`src/design/sbpe_pkg.sv`:
```
// shared types and constants for the sobel/prewitt edge threshold block
// no dependencies

package sbpe_pkg;

    localparam int PIX_W     = 8;
    localparam int IMG_W_W   = 11;
    localparam int IMG_H_W   = 12;
    localparam int ROW_W     = 12;
    localparam int COL_W     = 10;
    localparam int CFG_IDX_W = 2;
    localparam int CFG_DAT_W = 12;
    localparam int WORD_W    = 2 * PIX_W;
    localparam int Q_DEPTH   = 4;
    localparam int QA_W      = 2;
    localparam int QC_W      = 3;

    localparam int MAX_WIDTH_DEF = 1024;

    localparam logic [IMG_W_W-1:0] RST_IMG_W = IMG_W_W'(640);
    localparam logic [IMG_H_W-1:0] RST_IMG_H = IMG_H_W'(480);
    localparam logic [PIX_W-1:0]   RST_THR   = PIX_W'(128);
    localparam logic               RST_MODE  = 1'b1;

    localparam logic [PIX_W-1:0] PIX_MAX = {PIX_W{1'b1}};

    localparam logic [CFG_IDX_W-1:0] CFG_IMAGE_WIDTH    = 2'd0;
    localparam logic [CFG_IDX_W-1:0] CFG_IMAGE_HEIGHT   = 2'd1;
    localparam logic [CFG_IDX_W-1:0] CFG_EDGE_THRESHOLD = 2'd2;
    localparam logic [CFG_IDX_W-1:0] CFG_KERNEL_MODE    = 2'd3;

    localparam logic REQ_PIXEL = 1'b0;
    localparam logic REQ_DRAIN = 1'b1;

    // window taps, row-major, index 8 is the newest pixel
    typedef logic [8:0][PIX_W-1:0] t_win;

    typedef struct packed {
        logic             drain;
        logic [PIX_W-1:0] px;
        logic             emit;
        logic             border;
        logic             row_end;
        logic [ROW_W-1:0] row;
        logic [COL_W-1:0] col;
        logic [COL_W-1:0] col2;
        logic             eof;
    } t_s1;

    typedef struct packed {
        logic [PIX_W-1:0] edge_out;
        logic [PIX_W-1:0] mag;
        logic [ROW_W-1:0] row;
        logic [COL_W-1:0] col;
        logic             last;
        logic             eof;
    } t_res;

endpackage

```
`src/design/sbpe_grad.sv`:
```
// 3x3 gradient magnitude |gx|+|gy| saturated to 8 bits, sobel or prewitt
// depends on sbpe_pkg

module sbpe_grad (
    input  sbpe_pkg::t_win                i_win,
    input  logic                          i_sobel,
    output logic [sbpe_pkg::PIX_W-1:0]    o_mag
);

    logic signed [11:0] p0, p1, p2, p3, p5, p6, p7, p8;
    logic signed [11:0] sx, cx, sy, cy, gx, gy;
    logic [10:0]        ax, ay;
    logic [11:0]        sum;

    always_comb begin
        p0 = $signed({4'b0, i_win[0]});
        p1 = $signed({4'b0, i_win[1]});
        p2 = $signed({4'b0, i_win[2]});
        p3 = $signed({4'b0, i_win[3]});
        p5 = $signed({4'b0, i_win[5]});
        p6 = $signed({4'b0, i_win[6]});
        p7 = $signed({4'b0, i_win[7]});
        p8 = $signed({4'b0, i_win[8]});
        sx = (p2 + p8) - (p0 + p6);
        cx = p5 - p3;
        sy = (p6 + p8) - (p0 + p2);
        cy = p7 - p1;
        gx = sx + (i_sobel ? (cx <<< 1) : cx);
        gy = sy + (i_sobel ? (cy <<< 1) : cy);
        ax = gx[11] ? 11'(-gx) : gx[10:0];
        ay = gy[11] ? 11'(-gy) : gy[10:0];
        sum = {1'b0, ax} + {1'b0, ay};
        o_mag = (sum > 12'd255) ? sbpe_pkg::PIX_MAX : sum[7:0];
    end

endmodule

```
`config.mk`:
```
export PLATFORM = sky130hd
export DESIGN_NAME = sbpe_grad
export DESIGN_NICKNAME = d
export VERILOG_FILES = /design/src/design/sbpe_pkg.sv /design/src/design/sbpe_grad.sv
export SDC_FILE = /design/constraint.sdc
export NUM_CORES = 1
export LEC_CHECK = 0
export BUFFER_PORTS_ARGS = -buffer_cell sky130_fd_sc_hd__buf_2
export CORE_AREA = 3 3 107 109
export DETAILED_ROUTE_END_ITERATION = 6
export DIE_AREA = 0 0 110 112
export PLACE_DENSITY = 0.57
export SLEW_MARGIN = 25
export SYNTH_ARGS = -nofsm -noshare
export SYNTH_HDL_FRONTEND = slang
export SYNTH_SLANG_ARGS = --single-unit
```
`constraint.sdc`:
```
create_clock -name vclk -period 9.3
set_input_delay 0.93 -clock vclk [all_inputs]
set_output_delay 0.93 -clock vclk [all_outputs]
set_load 0.03 [all_outputs]
```
==> flow_summary.json <==
{
  "grt_pass1_vias": 3676,
  "syn-cell-area_um2": 4230,
  "drc": 0,
  "wl_um": 9020,
  "status": "complete, no violations",
  "setup_ws_ns": 1.04,
  "finalHoldViolCount": 0,
  "relSlewSlack_pct": 60.5,
  "ant_nets": 0,
  "fp-row-count": 38,
  "tns_ns": 0,
  "seq_area_um2": 0,
  "io_pins": 81,
  "yosysWarnings": 0,
  "design.seq.count": 0,
  "num_antenna_cells": 0,
  "ctsResizeCount": 0,
  "tightest_slew_ns": 0.591,
  "clock_buffers": 0,
  "synth_nets": 716,
  "finalCritPeriodShare_pct": 88.8,
  "gp_congestion": 0.841,
  "die_w_um": 110,
  "coreArea_um2": 10700,
  "wire_per_inst_um": 12.1,
  "rsz0062_at_grt": "no",
  "die_h_um": 112,
  "crit_path_end_kind": "primary output",
  "antenna_found_initial": 0,
  "vias_per_cell": 5.10,
  "path_class": "in -> out",
  "die_area_um2": 12300,
  "worstPathRequired_ns": 8.37,
  "grt_pass1_wl_um": 15600,
  "place_ws_ns": 1.03,
  "crit_fanout": 8,
  "grt_max_degree": 22,
  "areaGrowthSynthToFinish_pct": 12.3,
  "vias": 3801,
  "finalNonFillerCells": 745,
  "drtPass1Iterations": 4,
  "crit_buf_inv": 6,
  "postCtsSetupBuffers": 0,
  "synth.avg_cell_area_um2": 7.87,
  "slew_violations": 0,
  "placedCellCount": 745,
  "arrival_ns": 7.33,
  "synth-seq-area-share_pct": 0,
  "netlist_instances": 537,
  "dp_hpwl_um": 8280,
  "port_buffers": 73,
  "ctsHoldBuffers": 0,
  "max_freq_mhz": 121,
  "dr.first_iter.drc_count": 172,
  "start_util_pct": 39.5,
  "slowest_stage": "fa_1",
  "hp-class": "in -> out",
  "final_layout_size_suffix_gt1_share_pct": 15.9,
  "path_delay_family": "compound AO/OA/AOI/OAI gates",
  "cp_slowest_stage_delay_ns": 0.55,
  "overflow": 0,
  "critPathLaunchType": "input pin",
  "drv_cap": 0,
  "setup_viol": 0,
  "track_usage_pct": 14.7,
  "finalCriticalPeriod_ns": 8.26,
  "final_nets": 786,
  "synth_cell_types": 58
}
through the flow:
step	utilization (%)	hold slack (ns)	area, µm²
2_1_floorplan	-	2.47	4230
5_1_grt	44.4	2.81	4750
3_3_place_gp	44.4	2.75	4750
4_1_cts	44.4	2.76	4750
6_report	44.4	2.76	4750
3_5_place_dp	44.4	2.74	4750
path summary, 6_finish.rpt:
kind	startpoint	endpoint	slack, ns	depth (start not counted)
worst max-delay path	i_win[0]	o_mag[0]	1.04	28
worst min-delay path	i_win[17]	o_mag[0]	2.76	6
cells in the final DEF (no fill, tap or decap), types with 8 or more instances in the layout:
cell type and count:
buf_2 73, nor3_1 12, a21oi_1 34, fa_1 37, nand3_1 9, o31ai_1 9, nand2_1 20, nor2_1 36
xor2_1 24, xnor2_1 34, ha_1 69, inv_1 98, o21a_1 8, o21ai_0 24, a21o_1 14
cells in the mapped netlist (5+ instances only):
| master | count | area [µm²] |
|---|---|---|
| a211o_1 | 5 | 43.8 |
| nor2b_1 | 6 | 37.5 |
| o211ai_1 | 5 | 37.5 |
| nor3b_1 | 5 | 37.5 |
| fa_1 | 37 | 741 |
| a21boi_0 | 5 | 37.5 |
| ha_1 | 69 | 863 |
| nand2_1 | 20 | 75.1 |
| o21a_1 | 8 | 60.1 |
| nand4_1 | 7 | 43.8 |
| a21oi_1 | 34 | 170 |
| xnor2_1 | 34 | 298 |
| a21o_1 | 14 | 105 |
| o21bai_1 | 7 | 52.6 |
| xor2_1 | 24 | 210 |
| nand3_1 | 9 | 45.0 |
| inv_1 | 98 | 368 |
| o31ai_1 | 9 | 67.6 |
| o21ai_0 | 24 | 120 |
| nor2_1 | 36 | 135 |
| nor3_1 | 12 | 60.1 |
| a31oi_1 | 7 | 43.8 |
routing by layer:
layer	vias up	global-route usage (%)	part of all wire, %
met1	1748	20.9	49
met3	2	0.348	2.5
li1	1994	-	-
met5	-	0	0
met2	57	26.0	49
met4	0	0.249	0.12
worst min-delay path, cell delays in order:
cell	delay [ns]
buf_2	0.12
ha_1	0.15
ha_1	0.19
ha_1	0.15
nand4b_1	0.10
buf_2	0.19
cell families after synthesis:
group           after synthesis  share of synthesized area (%)
compound gates              148                           25.6
xor+xnor                     58                           12.0
fa+ha+maj                   106                           38.0
buf+inv                     104                           9.32
mux                           3                          0.770
simple gates                118                           14.3
layout make-up:
type / instances / area, µm²
fill: 1090 / 5950
multi-input combinational: 433 / 3830
timing repair buffer: 74 / 373
inverter: 98 / 368
tap: 140 / 175
Power is left out: the tool's default activity adds up to more than one toggle a clock period on the data nets, which glitch-free logic cannot reach.
